File: src/rtl/assert_macros.svh
// ----------------------------------------------------------------------------
// assert_macros.svh
// Concurrent assertion helpers clocked on clk, disabled while arst_n is low.
// ----------------------------------------------------------------------------
`ifndef ASSERT_MACROS_SVH
`define ASSERT_MACROS_SVH

// Check a property at every rising edge of clk outside reset.
`define FDEC_ASSERT(label, prop, msg) \
	label: assert property (@(posedge clk) disable iff (!arst_n) (prop)) else $error(msg);

// Check that a condition implies a consequence in the same cycle.
`define FDEC_ASSERT_IMPL(label, cond, cons, msg) \
	label: assert property (@(posedge clk) disable iff (!arst_n) (cond) |-> (cons)) \
		else $error(msg);

`endif

File: src/rtl/fdec_pkg.sv
// ----------------------------------------------------------------------------
// fdec_pkg
// Shared types, sizes and codes of the fetch/decode/execute core.
// ----------------------------------------------------------------------------
`timescale 1ns / 1ps
`default_nettype none

package fdec_pkg;

	// Store depths (powers of two; addresses use the low bits)
	localparam int NUM_REGS   = 32;
	localparam int DATA_DEPTH = 256;
	localparam int PROG_DEPTH = 256;
	localparam int REG_AW     = $clog2(NUM_REGS);
	localparam int DATA_AW    = $clog2(DATA_DEPTH);
	localparam int PROG_AW    = $clog2(PROG_DEPTH);

	// Item functions
	localparam logic [1:0] FUNC_TICK = 2'd0;
	localparam logic [1:0] FUNC_PROG = 2'd1;
	localparam logic [1:0] FUNC_DATA = 2'd2;

	// Opcodes
	localparam logic [7:0] OPC_NOP = 8'h00;
	localparam logic [7:0] OPC_LDI = 8'h01;
	localparam logic [7:0] OPC_MOV = 8'h02;
	localparam logic [7:0] OPC_OUT = 8'h03;
	localparam logic [7:0] OPC_IN  = 8'h04;
	localparam logic [7:0] OPC_JMP = 8'h16;

	// Phase codes as reported on the result
	localparam logic [1:0] PHC_FETCH   = 2'd0;
	localparam logic [1:0] PHC_DECODE  = 2'd1;
	localparam logic [1:0] PHC_EXECUTE = 2'd2;

	typedef enum logic [2:0] {
		PH_FETCH   = 3'b001,
		PH_DECODE  = 3'b010,
		PH_EXECUTE = 3'b100
	} phase_t;

	// Work left for the write-back stage
	typedef enum logic [7:0] {
		ACT_NONE  = 8'b0000_0001,
		ACT_FETCH = 8'b0000_0010,
		ACT_LDI   = 8'b0000_0100,
		ACT_MOV   = 8'b0000_1000,
		ACT_IN    = 8'b0001_0000,
		ACT_OUT   = 8'b0010_0000,
		ACT_DWR   = 8'b0100_0000,
		ACT_FAULT = 8'b1000_0000
	} act_t;

	typedef struct packed {
		logic [1:0]  func;
		logic [7:0]  load_addr;
		logic [23:0] prog_word;
		logic [7:0]  byte_in;
	} in_t;

	typedef struct packed {
		logic [7:0] pc_now;
		logic [1:0] phase_now;
		logic [7:0] opcode_now;
		logic       io_write_valid;
		logic [7:0] io_write_addr;
		logic [7:0] io_write_data;
		logic       fault_reset;
	} out_t;

	// Front end to write-back stage
	typedef struct packed {
		act_t       act;
		logic [7:0] pc;
		logic [1:0] phase;
		logic [7:0] opcode;
		logic [7:0] op1;
		logic [7:0] op2;
		logic [7:0] load_addr;
		logic [7:0] byte_in;
	} ctl_t;

	// Write-back stage to register file and data store
	typedef struct packed {
		logic               clear;
		logic               reg_we;
		logic [REG_AW-1:0]  reg_addr;
		logic [7:0]         reg_data;
		logic               dat_we;
		logic [DATA_AW-1:0] dat_addr;
		logic [7:0]         dat_data;
	} exec_wr_t;

	function automatic logic [1:0] phase_code(input phase_t ph);
		logic [1:0] code;
		case (ph)
			PH_FETCH:   code = PHC_FETCH;
			PH_DECODE:  code = PHC_DECODE;
			PH_EXECUTE: code = PHC_EXECUTE;
			default:    code = PHC_FETCH;
		endcase
		return code;
	endfunction

endpackage

`default_nettype wire

File: src/rtl/fdec_exec_mem.sv
// ----------------------------------------------------------------------------
// fdec_exec_mem
// Register file and data store: registered reads, writes from the
// write-back stage, bypass of a write landing on the same edge as a read,
// and a clear of every entry at once through valid bits.
// ----------------------------------------------------------------------------
`timescale 1ns / 1ps
`default_nettype none

module fdec_exec_mem (
	input  logic                         clk,
	input  logic                         arst_n,
	input  fdec_pkg::exec_wr_t           wr,
	input  logic                         rd_en,
	input  logic [fdec_pkg::REG_AW-1:0]  rd_reg_addr,
	input  logic [fdec_pkg::DATA_AW-1:0] rd_dat_addr,
	output logic [7:0]                   reg_rdata,
	output logic [7:0]                   dat_rdata
);

	logic [7:0]                      reg_mem [fdec_pkg::NUM_REGS];
	logic [7:0]                      dat_mem [fdec_pkg::DATA_DEPTH];
	logic [fdec_pkg::NUM_REGS-1:0]   reg_vld_q;
	logic [fdec_pkg::DATA_DEPTH-1:0] dat_vld_q;

	logic [7:0] reg_rd_q;
	logic [7:0] dat_rd_q;
	logic [7:0] reg_byp_q;
	logic [7:0] dat_byp_q;
	logic       reg_rd_vld_q;
	logic       dat_rd_vld_q;
	logic       reg_byp_hit_q;
	logic       dat_byp_hit_q;

	// Array writes and registered reads
	always_ff @(posedge clk) begin
		if (wr.reg_we) begin
			reg_mem[wr.reg_addr] <= wr.reg_data;
		end
		if (wr.dat_we) begin
			dat_mem[wr.dat_addr] <= wr.dat_data;
		end
		if (rd_en) begin
			reg_rd_q  <= reg_mem[rd_reg_addr];
			dat_rd_q  <= dat_mem[rd_dat_addr];
			reg_byp_q <= wr.reg_data;
			dat_byp_q <= wr.dat_data;
		end
	end

	// Valid bits and bypass flags; clear drops every entry at once
	always_ff @(posedge clk or negedge arst_n) begin
		if (!arst_n) begin
			reg_vld_q     <= '0;
			dat_vld_q     <= '0;
			reg_rd_vld_q  <= 1'b0;
			dat_rd_vld_q  <= 1'b0;
			reg_byp_hit_q <= 1'b0;
			dat_byp_hit_q <= 1'b0;
		end else begin
			if (wr.clear) begin
				reg_vld_q <= '0;
				dat_vld_q <= '0;
			end else begin
				if (wr.reg_we) begin
					reg_vld_q[wr.reg_addr] <= 1'b1;
				end
				if (wr.dat_we) begin
					dat_vld_q[wr.dat_addr] <= 1'b1;
				end
			end
			if (rd_en) begin
				reg_rd_vld_q  <= !wr.clear && reg_vld_q[rd_reg_addr];
				dat_rd_vld_q  <= !wr.clear && dat_vld_q[rd_dat_addr];
				reg_byp_hit_q <= wr.reg_we && (wr.reg_addr == rd_reg_addr);
				dat_byp_hit_q <= wr.dat_we && (wr.dat_addr == rd_dat_addr);
			end
		end
	end

	// Pick bypassed, stored or cleared value
	assign reg_rdata = reg_byp_hit_q ? reg_byp_q : (reg_rd_vld_q ? reg_rd_q : 8'd0);
	assign dat_rdata = dat_byp_hit_q ? dat_byp_q : (dat_rd_vld_q ? dat_rd_q : 8'd0);

endmodule

`default_nettype wire

File: config.mk
export PLATFORM = sky130hd
export DESIGN_NAME = fdec_exec_mem
export DESIGN_NICKNAME = d
export VERILOG_FILES = /design/src/rtl/assert_macros.svh /design/src/rtl/fdec_pkg.sv /design/src/rtl/fdec_exec_mem.sv
export SDC_FILE = /design/constraint.sdc
export NUM_CORES = 2
export LEC_CHECK = 0
export BUFFER_PORTS_ARGS = -buffer_cell sky130_fd_sc_hd__buf_2
export CORE_MARGIN = 1
export CORE_UTILIZATION = 57
export DETAILED_ROUTE_END_ITERATION = 7
export PLACE_DENSITY = 0.78
export SETUP_SLACK_MARGIN = 0.02
export SYNTH_ARGS = -nofsm -noshare
export SYNTH_HDL_FRONTEND = slang
export SYNTH_SLANG_ARGS = --single-unit
File: constraint.sdc
create_clock -name clk -period 2.25 [get_ports clk]
set_input_delay 0.1125 -clock clk [delete_from_list [all_inputs] [get_ports clk]]
set_output_delay 0.1125 -clock clk [all_outputs]
set_load 0.05 [all_outputs]
==> flow_metrics.tcl <==
set metrics [dict create \
    outcome "finished with violations" \
    violations "setup timing" \
    layout_commonest_cell "edfxtp_1" \
    seq_area_frac_synth_pct 75.8 \
    finalCritPeriodShare_pct 123 \
    clkSinkCount 2628 \
    clock_skew_ns 0.0658 \
    multi_input_comb_area_um2 23900 \
    numCtsBuffers 274 \
    syn_inst 4918 \
    final_nets 5739 \
    cap_violations 0 \
    grt_max_degree 145 \
    seq_area_um2 77500 \
    antenna_found_initial 14 \
    synth-async-reset-ratio_pct 11.1 \
    grt_usage_pct 29.6 \
    drive_gt1_share_pct 34.0 \
    placed_cells 7713 \
    endpoint_kind "flip-flop" \
    hp-class "in2reg" \
    cts-htree-levels 5 \
    core_area_um2 178000 \
    final_cell_mix "2336 x edfxtp_1, 804 x nor2_1, 781 x mux4_2" \
    p_leak_uw 0.0406 \
    instances_no_fill 8252 \
    die_area_um2 181000 \
    cp.arrival_ns 3.43 \
    start_util_pct 57.3 \
    clk_latency_ns 0.92 \
    syn_area_um2 102000 \
    clockBufferDepth 4 \
    cp.required_ns 2.91 \
    rows 155 \
    grt_pass1_wl_um 384000 \
    ios 64 \
    powerDensity_nw_per_um2 855 \
    final_area_um2 120000 \
    setup_viol 23 \
    path_common_cell "mux4_2" \
    die_w_um 425 \
    synth_top_flop_cell "edfxtp_1" \
    cts_root_buf "clkbuf_16" \
    drt_wl_total_um 265000 \
    tightestPinTransition_ns 0.888 \
    dr.pass1.iters 6 \
    fin_crit_ns 2.77 \
    cp_max_fo 1 \
    rsz0062_at_grt "yes" \
    grt-ovfl-total 0 \
    crit_type "reg2reg" \
    post-place-ws_ns -1.10 \
    synth.avg_cell_area_um2 20.8 \
    fillers 10300 \
    setup_slack_ns -0.520 \
    synth_edf_count 2336 \
    relSlewSlack_pct 40.8 \
    fp.dieH_um 425 \
    wl_per_cell_um 32.1 \
    drc 0 \
    slew_violations 0 \
    drt-initial-drc-count 7987 \
    hold_viol 0 \
    clock.fmax_ghz 0.361 \
    gp_congestion 0.909 \
    path_clk_slew_ns 0.06 \
    yosysWarningCount 0 \
    viasPerCell 6.64 \
    worstPathCellList "mux4_2 -> mux4_2 -> a22oi_1 -> a21oi_1 -> or4_1" \
    syn_nets 4966 \
    postPlaceCellArea_um2 111000 \
    area.growth.synth_to_final_pct 17.6 \
    max_stage_delay_ns 0.57 \
    cp-start-kind "flip-flop" \
    numPortBuffers 63 \
    slowest_stage "mux4_2" \
    dp_hpwl_um 157000 \
    ys_ff_latch 2628 \
    postRouteAntennaNets 0 \
    vias 54800 \
    cts_tree "yes" \
    cp_top_family "multiplexers" \
    grt_pass1_vias 56000 \
    synth_cell_types 54 \
    peakVddDrop_mv 0.871 \
    crit_buf_inv 0 \
]
per-stage QoR:
| stage | power (µW) | util [%] | hold slack (ns) | setup TNS (ns) |
|---|---|---|---|---|
| after floorplan | 57200 | - | -0.183 | -1.87 |
| after global placement | 59600 | 62.0 | 0.0965 | -8.66 |
| after detailed placement | 59800 | 62.0 | 0.109 | -8.67 |
| after CTS | 103000 | 67.3 | 0.00117 | -4.12 |
| after global routing | 105000 | 67.4 | 0.0664 | -4.44 |
| final | 103000 | 67.4 | 0.0773 | -4.44 |
power breakdown:
group | switching, µW | internal, µW | leakage, µW
registers | 75.3 | 53300 | 0.0251
logic | 3330 | 2390 | 0.0113
clock network | 18100 | 25500 | 0.00417
total | 21500 | 81200 | 0.0406
registers in the layout, indices dropped and copies added, names as in the netlist:
register,count
dat_mem,2048
dat_vld_q,256
reg_mem,256
reg_vld_q,32
dat_byp_q,8
dat_rd_q,8
reg_byp_q,8
reg_rd_q,8
dat_byp_hit_q,1
dat_rd_vld_q,1
reg_byp_hit_q,1
reg_rd_vld_q,1
final timing paths:
kind,from,to,slack (ns),depth (start not counted)
setup / recovery,dat_mem[211][2],dat_rd_q[2],-0.52,5
hold / removal,wr[30],reg_mem[17][6],0.08,4
setup reg to reg,dat_mem[211][2],dat_rd_q[2],-0.52,5
hold reg to reg,reg_vld_q[6],reg_vld_q[6],0.49,2
max in group asynchronous,arst_n,dat_vld_q[49],1.31,4
min in group asynchronous,arst_n,reg_vld_q[5],0.51,4
per-layer routing:
layer / GRT usage, % / wire length, µm / up-vias / share of wire (%)
met5: 0 / 95 / - / 0.036
met4: 12.9 / 12500 / 14 / 4.7
met3: 6.55 / 30100 / 720 / 11
met2: 47.4 / 129000 / 4059 / 49
met1: 39.7 / 92400 / 28500 / 35
li1: - / - / 21500 / -
cells in the mapped netlist (3+ instances only):
cell type,count,area share (%)
o211ai_1,3,0.022
o22ai_1,12,0.073
nand2_1,57,0.21
a21oi_1,40,0.20
inv_1,6,0.022
buf_1,37,0.14
nand4_1,5,0.031
nand2b_1,8,0.049
a22oi_1,73,0.54
buf_6,17,0.19
mux2i_1,28,0.27
mux4_2,781,17
buf_4,7,0.051
nor3b_1,3,0.022
or4_1,10,0.073
buf_2,53,0.26
clkbuf_1,176,0.65
o21ba_2,32,0.31
xnor2_1,5,0.043
nor2b_1,20,0.12
nor2_1,805,3.0
or3b_2,4,0.034
and2_1,3,0.018
xor2_1,5,0.043
nand3_1,24,0.12
edfxtp_1,2336,69
o221ai_1,7,0.060
o21ai_0,6,0.029
nor3_1,3,0.015
dfrtp_1,292,7.1
and3_1,6,0.037
a22o_1,21,0.18
nand3b_1,6,0.044
tightest hold or removal path, stage by stage:
cell and delay [ns]:
buf_2 0.13, nand3b_1 0.32, nor2_1 0.09, buf_4 0.18
area by class of cell:
type                    count  area share (%)
well taps                2355            2.45
clock buffers             382            6.39
clock inverters            90           0.699
flip-flops and latches   2628            64.5
multi-input cells        1994            19.9
inverters                   6          0.0187
repair buffers            787            6.11
diodes                     10          0.0208
what timing repair did:
item,4_1_cts,5_1_grt
setup endpoints to repair,25,29
buffers inserted,6,1
gates resized for setup,87,32
hold buffers,48,2
pin swaps,26,13
hold endpoints to repair,2182,17
cells by family after synthesis:
logic type                share of synthesized area [%]
xor gates and xnor gates                         0.0857
DFF                                                75.8
AOI/OAI and AO/OA                                  1.53
and+or+nand+nor                                    3.81
buffers and inverters                              1.30
muxes                                              17.5
(Power assumes the default switching activity.)
