## config.mk

```make
export PLATFORM = sky130hd
export DESIGN_NAME = fdec_front
export DESIGN_NICKNAME = d
export VERILOG_FILES = /design/src/rtl/assert_macros.svh /design/src/rtl/fdec_pkg.sv /design/src/rtl/fdec_front.sv
export SDC_FILE = /design/constraint.sdc
export NUM_CORES = 1
export LEC_CHECK = 0
export ABC_AREA = 1
export BUFFER_PORTS_ARGS = -buffer_cell sky130_fd_sc_hd__buf_4
export CAP_MARGIN = 30
export CORE_MARGIN = 10
export CORE_UTILIZATION = 40
export CTS_CLUSTER_SIZE = 14
export DETAILED_ROUTE_END_ITERATION = 8
export GPL_TIMING_DRIVEN = 0
export PLACE_DENSITY = 0.75
export SYNTH_ARGS = -nofsm -noshare
export SYNTH_HDL_FRONTEND = slang
export SYNTH_SLANG_ARGS = --single-unit
export TNS_END_PERCENT = 10
```

## constraint.sdc

```tcl
create_clock -name clk -period 1.9 [get_ports clk]
set_clock_uncertainty 0.2 [all_clocks]
set_input_delay 0.095 -clock clk [delete_from_list [all_inputs] [get_ports clk]]
set_output_delay 0.095 -clock clk [all_outputs]
set_load 0.01 [all_outputs]
```

## src/rtl/assert_macros.svh

```systemverilog
// ----------------------------------------------------------------------------
// assert_macros.svh
// Concurrent assertion helpers clocked on clk, disabled while arst_n is low.
// ----------------------------------------------------------------------------
`ifndef ASSERT_MACROS_SVH
`define ASSERT_MACROS_SVH

// Check a property at every rising edge of clk outside reset.
`define FDEC_ASSERT(label, prop, msg) \
	label: assert property (@(posedge clk) disable iff (!arst_n) (prop)) else $error(msg);

// Check that a condition implies a consequence in the same cycle.
`define FDEC_ASSERT_IMPL(label, cond, cons, msg) \
	label: assert property (@(posedge clk) disable iff (!arst_n) (cond) |-> (cons)) \
		else $error(msg);

`endif

```

## src/rtl/fdec_pkg.sv

```systemverilog
// ----------------------------------------------------------------------------
// fdec_pkg
// Shared types, sizes and codes of the fetch/decode/execute core.
// ----------------------------------------------------------------------------
`timescale 1ns / 1ps
`default_nettype none

package fdec_pkg;

	// Store depths (powers of two; addresses use the low bits)
	localparam int NUM_REGS   = 32;
	localparam int DATA_DEPTH = 256;
	localparam int PROG_DEPTH = 256;
	localparam int REG_AW     = $clog2(NUM_REGS);
	localparam int DATA_AW    = $clog2(DATA_DEPTH);
	localparam int PROG_AW    = $clog2(PROG_DEPTH);

	// Item functions
	localparam logic [1:0] FUNC_TICK = 2'd0;
	localparam logic [1:0] FUNC_PROG = 2'd1;
	localparam logic [1:0] FUNC_DATA = 2'd2;

	// Opcodes
	localparam logic [7:0] OPC_NOP = 8'h00;
	localparam logic [7:0] OPC_LDI = 8'h01;
	localparam logic [7:0] OPC_MOV = 8'h02;
	localparam logic [7:0] OPC_OUT = 8'h03;
	localparam logic [7:0] OPC_IN  = 8'h04;
	localparam logic [7:0] OPC_JMP = 8'h16;

	// Phase codes as reported on the result
	localparam logic [1:0] PHC_FETCH   = 2'd0;
	localparam logic [1:0] PHC_DECODE  = 2'd1;
	localparam logic [1:0] PHC_EXECUTE = 2'd2;

	typedef enum logic [2:0] {
		PH_FETCH   = 3'b001,
		PH_DECODE  = 3'b010,
		PH_EXECUTE = 3'b100
	} phase_t;

	// Work left for the write-back stage
	typedef enum logic [7:0] {
		ACT_NONE  = 8'b0000_0001,
		ACT_FETCH = 8'b0000_0010,
		ACT_LDI   = 8'b0000_0100,
		ACT_MOV   = 8'b0000_1000,
		ACT_IN    = 8'b0001_0000,
		ACT_OUT   = 8'b0010_0000,
		ACT_DWR   = 8'b0100_0000,
		ACT_FAULT = 8'b1000_0000
	} act_t;

	typedef struct packed {
		logic [1:0]  func;
		logic [7:0]  load_addr;
		logic [23:0] prog_word;
		logic [7:0]  byte_in;
	} in_t;

	typedef struct packed {
		logic [7:0] pc_now;
		logic [1:0] phase_now;
		logic [7:0] opcode_now;
		logic       io_write_valid;
		logic [7:0] io_write_addr;
		logic [7:0] io_write_data;
		logic       fault_reset;
	} out_t;

	// Front end to write-back stage
	typedef struct packed {
		act_t       act;
		logic [7:0] pc;
		logic [1:0] phase;
		logic [7:0] opcode;
		logic [7:0] op1;
		logic [7:0] op2;
		logic [7:0] load_addr;
		logic [7:0] byte_in;
	} ctl_t;

	// Write-back stage to register file and data store
	typedef struct packed {
		logic               clear;
		logic               reg_we;
		logic [REG_AW-1:0]  reg_addr;
		logic [7:0]         reg_data;
		logic               dat_we;
		logic [DATA_AW-1:0] dat_addr;
		logic [7:0]         dat_data;
	} exec_wr_t;

	function automatic logic [1:0] phase_code(input phase_t ph);
		logic [1:0] code;
		case (ph)
			PH_FETCH:   code = PHC_FETCH;
			PH_DECODE:  code = PHC_DECODE;
			PH_EXECUTE: code = PHC_EXECUTE;
			default:    code = PHC_FETCH;
		endcase
		return code;
	endfunction

endpackage

`default_nettype wire

```

## src/rtl/fdec_front.sv

```systemverilog
// ----------------------------------------------------------------------------
// fdec_front
// Sequencer: program counter, phase, instruction and decoded fields.
// Updates at each accepted beat and tells the write-back stage what is left.
// ----------------------------------------------------------------------------
`timescale 1ns / 1ps
`default_nettype none

module fdec_front (
	input  logic                         clk,
	input  logic                         arst_n,
	input  logic                         accept,
	input  fdec_pkg::in_t                item,
	input  logic                         fetch_pend,
	input  logic                         fetch_done,
	input  logic [23:0]                  prog_rdata,
	output logic [fdec_pkg::PROG_AW-1:0] prog_raddr,
	output logic [fdec_pkg::REG_AW-1:0]  rd_reg_addr,
	output logic [fdec_pkg::DATA_AW-1:0] rd_dat_addr,
	output fdec_pkg::ctl_t               ctl_next
);

	logic [7:0]       pc_q;
	fdec_pkg::phase_t phase_q;
	logic [7:0]       opcode_q;
	logic [7:0]       op1_q;
	logic [7:0]       op2_q;
	logic [23:0]      instr_q;

	logic [7:0]       pc_d;
	fdec_pkg::phase_t phase_d;
	logic [7:0]       opcode_d;
	logic [7:0]       op1_d;
	logic [7:0]       op2_d;
	logic [23:0]      word;
	fdec_pkg::act_t   act;
	logic             fault;

	// Fetched word still in flight comes straight from the program store
	assign word = fetch_pend ? prog_rdata : instr_q;

	// Next state for one beat
	always_comb begin
		pc_d     = pc_q;
		phase_d  = phase_q;
		opcode_d = opcode_q;
		op1_d    = op1_q;
		op2_d    = op2_q;
		act      = fdec_pkg::ACT_NONE;
		fault    = 1'b0;
		case (item.func)
			fdec_pkg::FUNC_DATA: act = fdec_pkg::ACT_DWR;
			fdec_pkg::FUNC_TICK: begin
				case (phase_q)
					fdec_pkg::PH_FETCH: begin
						pc_d    = pc_q + 8'd1;
						phase_d = fdec_pkg::PH_DECODE;
						act     = fdec_pkg::ACT_FETCH;
					end
					fdec_pkg::PH_DECODE: begin
						opcode_d = word[23:16];
						op1_d    = word[15:8];
						op2_d    = word[7:0];
						phase_d  = fdec_pkg::PH_EXECUTE;
					end
					fdec_pkg::PH_EXECUTE: begin
						phase_d = fdec_pkg::PH_FETCH;
						case (opcode_q)
							fdec_pkg::OPC_NOP: act = fdec_pkg::ACT_NONE;
							fdec_pkg::OPC_JMP: pc_d = op1_q;
							fdec_pkg::OPC_LDI: act = fdec_pkg::ACT_LDI;
							fdec_pkg::OPC_MOV: act = fdec_pkg::ACT_MOV;
							fdec_pkg::OPC_IN:  act = fdec_pkg::ACT_IN;
							fdec_pkg::OPC_OUT: act = fdec_pkg::ACT_OUT;
							default:           fault = 1'b1;
						endcase
					end
					default: fault = 1'b1;
				endcase
			end
			default: act = fdec_pkg::ACT_NONE;
		endcase
		// Unknown opcode or broken phase: drop back to a clean core
		if (fault) begin
			pc_d     = 8'd0;
			phase_d  = fdec_pkg::PH_FETCH;
			opcode_d = 8'd0;
			op1_d    = 8'd0;
			op2_d    = 8'd0;
			act      = fdec_pkg::ACT_FAULT;
		end
	end

	// Advance on each accepted beat
	always_ff @(posedge clk or negedge arst_n) begin
		if (!arst_n) begin
			pc_q     <= 8'd0;
			phase_q  <= fdec_pkg::PH_FETCH;
			opcode_q <= 8'd0;
			op1_q    <= 8'd0;
			op2_q    <= 8'd0;
			instr_q  <= 24'd0;
		end else begin
			if (accept) begin
				pc_q     <= pc_d;
				phase_q  <= phase_d;
				opcode_q <= opcode_d;
				op1_q    <= op1_d;
				op2_q    <= op2_d;
			end
			if (fetch_done) begin
				instr_q <= prog_rdata;
			end else if (accept && fault) begin
				instr_q <= 24'd0;
			end
		end
	end

	assign prog_raddr  = pc_q[fdec_pkg::PROG_AW-1:0];
	assign rd_reg_addr = op2_q[fdec_pkg::REG_AW-1:0];
	assign rd_dat_addr = op2_q[fdec_pkg::DATA_AW-1:0];

	always_comb begin
		ctl_next.act       = act;
		ctl_next.pc        = pc_d;
		ctl_next.phase     = fdec_pkg::phase_code(phase_d);
		ctl_next.opcode    = opcode_d;
		ctl_next.op1       = op1_q;
		ctl_next.op2       = op2_q;
		ctl_next.load_addr = item.load_addr;
		ctl_next.byte_in   = item.byte_in;
	end

endmodule

`default_nettype wire
```

==> impl_metrics.tcl <==
set metrics [dict create \
    grt_antenna_before_repair 1 \
    grt_pass1_vias 4050 \
    synth-main-ff-cell "dfrtp_1" \
    layout_common_cells "147 x buf_4, 141 x nand2_1, 64 x nand3_1, 54 x dfrtp_1, 50 x inv_1" \
    wl_um 12700 \
    synthesis.instances 528 \
    flow.area_growth_from_synthesis_pct 52.2 \
    die-area_sq_um 14100 \
    crit_slowest_cell "dfstp_2" \
    drt-wirelength-per-cell_um 15.2 \
    core-area_sq_um 9640 \
    timing.hold.worst.class "input pin to flip-flop" \
    first_iteration_detailed_routing_drc_count 229 \
    synth.ff_latch_count 59 \
    layout_commonest_cell "buf_4" \
    cap_violations 0 \
    failed_checks "negative setup slack" \
    dieHeight_um 119 \
    globalRoute.totalOverflow 0 \
    synth_top_cells_by_area "dfrtp_1 37%, nand2_1 15%, nand3_1 8.7%" \
    placementRows 36 \
    power_density_nw_per_um2 877 \
    slowest_delay_ns 0.57 \
    number_of_synthesized_flops_with_an_enable_pin 0 \
    post_drt_via_cell_ratio 4.88 \
    count_of_pins_over_their_slew_limit 0 \
    leakagePower_nw 3.13 \
    run_status "complete, but fails checks" \
    proportion_of_netlist_area_held_by_the_largest_area_contributor 0.371 \
    postLayoutCoreUtil 0.617 \
    cp_data_arrival_time_ns 1.96 \
    grtUsageTotal 0.172 \
    critical_path_required_ns 1.60 \
    worstSetupStartpointType "flip-flop" \
    crit_start "phase_q[0]" \
    timing.final.hold_violations 0 \
    grt_first_pass_wirelength_um 20400 \
    timing.final.crit_share 1.19 \
    slew_headroom 0.482 \
    post-route-min-period_ns 2.26 \
    cts-root-to-sink-buffers 2 \
    dpl.hpwl_um 9080 \
    irDropWorstVdd_mv 0.596 \
    regToRegStartpoint "phase_q[0]" \
    worst_setup_hold_path_clk_slew_ns 0.07 \
    synth_top_area_cell "dfrtp_1" \
    ys_warn_count 0 \
    final.setup.worst_slack_ns -0.356 \
    h-tree-depth 3 \
    timing.critical_path.fanout_max 5 \
    endpoint_type_of_the_worst_setup_path "output pin" \
    drt-pass1-iter-count 6 \
    area_of_the_mapped_netlist_sq_um 3910 \
    num-nets-final 769 \
    clock_tree.root_cell "clkbuf_8" \
    synth_fp_nets 600 \
    grt_setup_unrepaired "yes" \
    synthesis.area_per_instance_sq_um 7.40 \
    whs_ns 0.0618 \
    clk-insertion-delay-late_ns 0.34 \
    effective_utilization_at_floorplan 0.406 \
    yosys.cell_types.count 35 \
    finalWeightedCongestion 0.900 \
    worstPathCellList "inv_4 > nor2_4 > nand2_4 > nand3_4 > inv_2 > nand2_8 > inv_8 > buf_12 > buf_4 > buf_6" \
    report.final.setup_viol 27 \
    dp_worst_setup_slack_ns -0.0949 \
    via_count 4077 \
    drtAntennaViolNets 0 \
    synth.yosys.seq_area_share 0.378 \
    port_buffers 107 \
    worst_slew_pin_slew_ns 0.777 \
    cts_inserted_buffers 9 \
    chipWidth_um 119 \
    postSynth.asyncResetShare 1.00 \
    cts_sinks 59 \
    grt_start_max_net_pins 60 \
    tritoncts_clock_tree "built" \
    fmax_ghz 0.443 \
    path_class "flip-flop to output pin" \
    origin_of_the_worst_min_delay_path "item[40]" \
    drc_errors 0 \
    floorplan.io_pins 150 \
    layout-drive-gt1-share 0.415 \
]
==> through the flow <==
step	setup TNS, ns	area, sq um	power (mW)	cells
2_1_floorplan	0	3910	2.64	528
4_1_cts	-5.27	5670	5.02	825
3_3_place_gp	-0.527	4880	3.32	768
5_1_grt	-9.49	5950	5.48	836
6_report	-5.81	5950	5.22	836
3_5_place_dp	-0.567	4880	3.36	768
==> repair_timing <==
item / in CTS / in global routing
cloned: 1 / 1
hold buffers: 30 / 0
pin swaps: 10 / 14
gates resized for setup: 45 / 64
endpoints found under the setup margin: 21 / 76
buffers inserted: 11 / 9
hold endpoints to repair: 98 / 0
==> where the power goes <==
group          total, mW  switching (mW)  internal [mW]
registers           1.69           0.228           1.46
clock network       1.41           0.539          0.869
logic               2.12            1.09           1.03
==> cells in the mapped netlist (2+ instances only) <==
master,n
inv_1,58
buf_2,2
a21oi_1,2
nand2_4,2
mux2_2,8
nand2_2,4
nand3_1,68
nor2_2,11
dfrtp_1,58
o21ai_1,6
buf_4,35
nand3_2,9
nand4_1,5
nor2_8,2
clkbuf_1,7
or2_2,2
inv_2,6
buf_1,2
o21ai_0,20
buf_6,7
nor2_1,23
o211ai_1,16
nand2_1,157
nor3_1,7
==> per-layer routing <==
layer	GRT usage	vias to the layer above	routed length [um]
li1	-	2001	-
met5	0	-	0
met1	0.213	1942	5510
met3	0.0265	19	576
met4	0.0618	0	238
met2	0.295	115	6390
==> worst max-delay path, delay by kind of cell (launching register included) <==
kind	cells	cell delay [ns]
buffers and inverters	6	0.58
DFF	1	0.57
and+or+nand+nor	4	0.48
==> final cells by class <==
cell class                      instances  area, sq um
Multi-Input combinational cell        352         2070
Timing Repair Buffer                  158         1330
Tap cell                              133          166
Clock inverter                          7          116
Sequential cell                        59         1480
Antenna cell                            1         2.50
Fill cell                             840         3690
Buffer                                 52          394
Clock buffer                            9          124
Inverter                               65          259
==> sequential cells by signal, summed over array words and instances, names as in the netlist <==
register	count
phase_q	3
op1_q	8
rd_dat_addr	8
instr_q	24
opcode_q	8
prog_raddr	8
==> kinds of logic after synthesis <==
logic type | after synthesis | share of synthesized area
buf+inv | 118 | 0.162
simple gates | 295 | 0.362
fa+ha+maj | 1 | 0.00320
flops | 59 | 0.378
compound gates | 47 | 0.0723
mux | 8 | 0.0230
==> worst paths after layout <==
| kind | to | slack (ns) | cells past startpoint |
|---|---|---|---|
| worst min-delay path | phase_q[1] | 0.06 | 5 |
| worst min register to register | instr_q[20] | 0.30 | 2 |
| min in group asynchronous | instr_q[10] | 0.18 | 2 |
| worst max register to register | opcode_q[1] | -0.04 | 10 |
| max in group asynchronous | phase_q[2] | 0.75 | 2 |
| worst max-delay path | ctl_next[57] | -0.36 | 10 |
(Power assumes the default switching activity.)
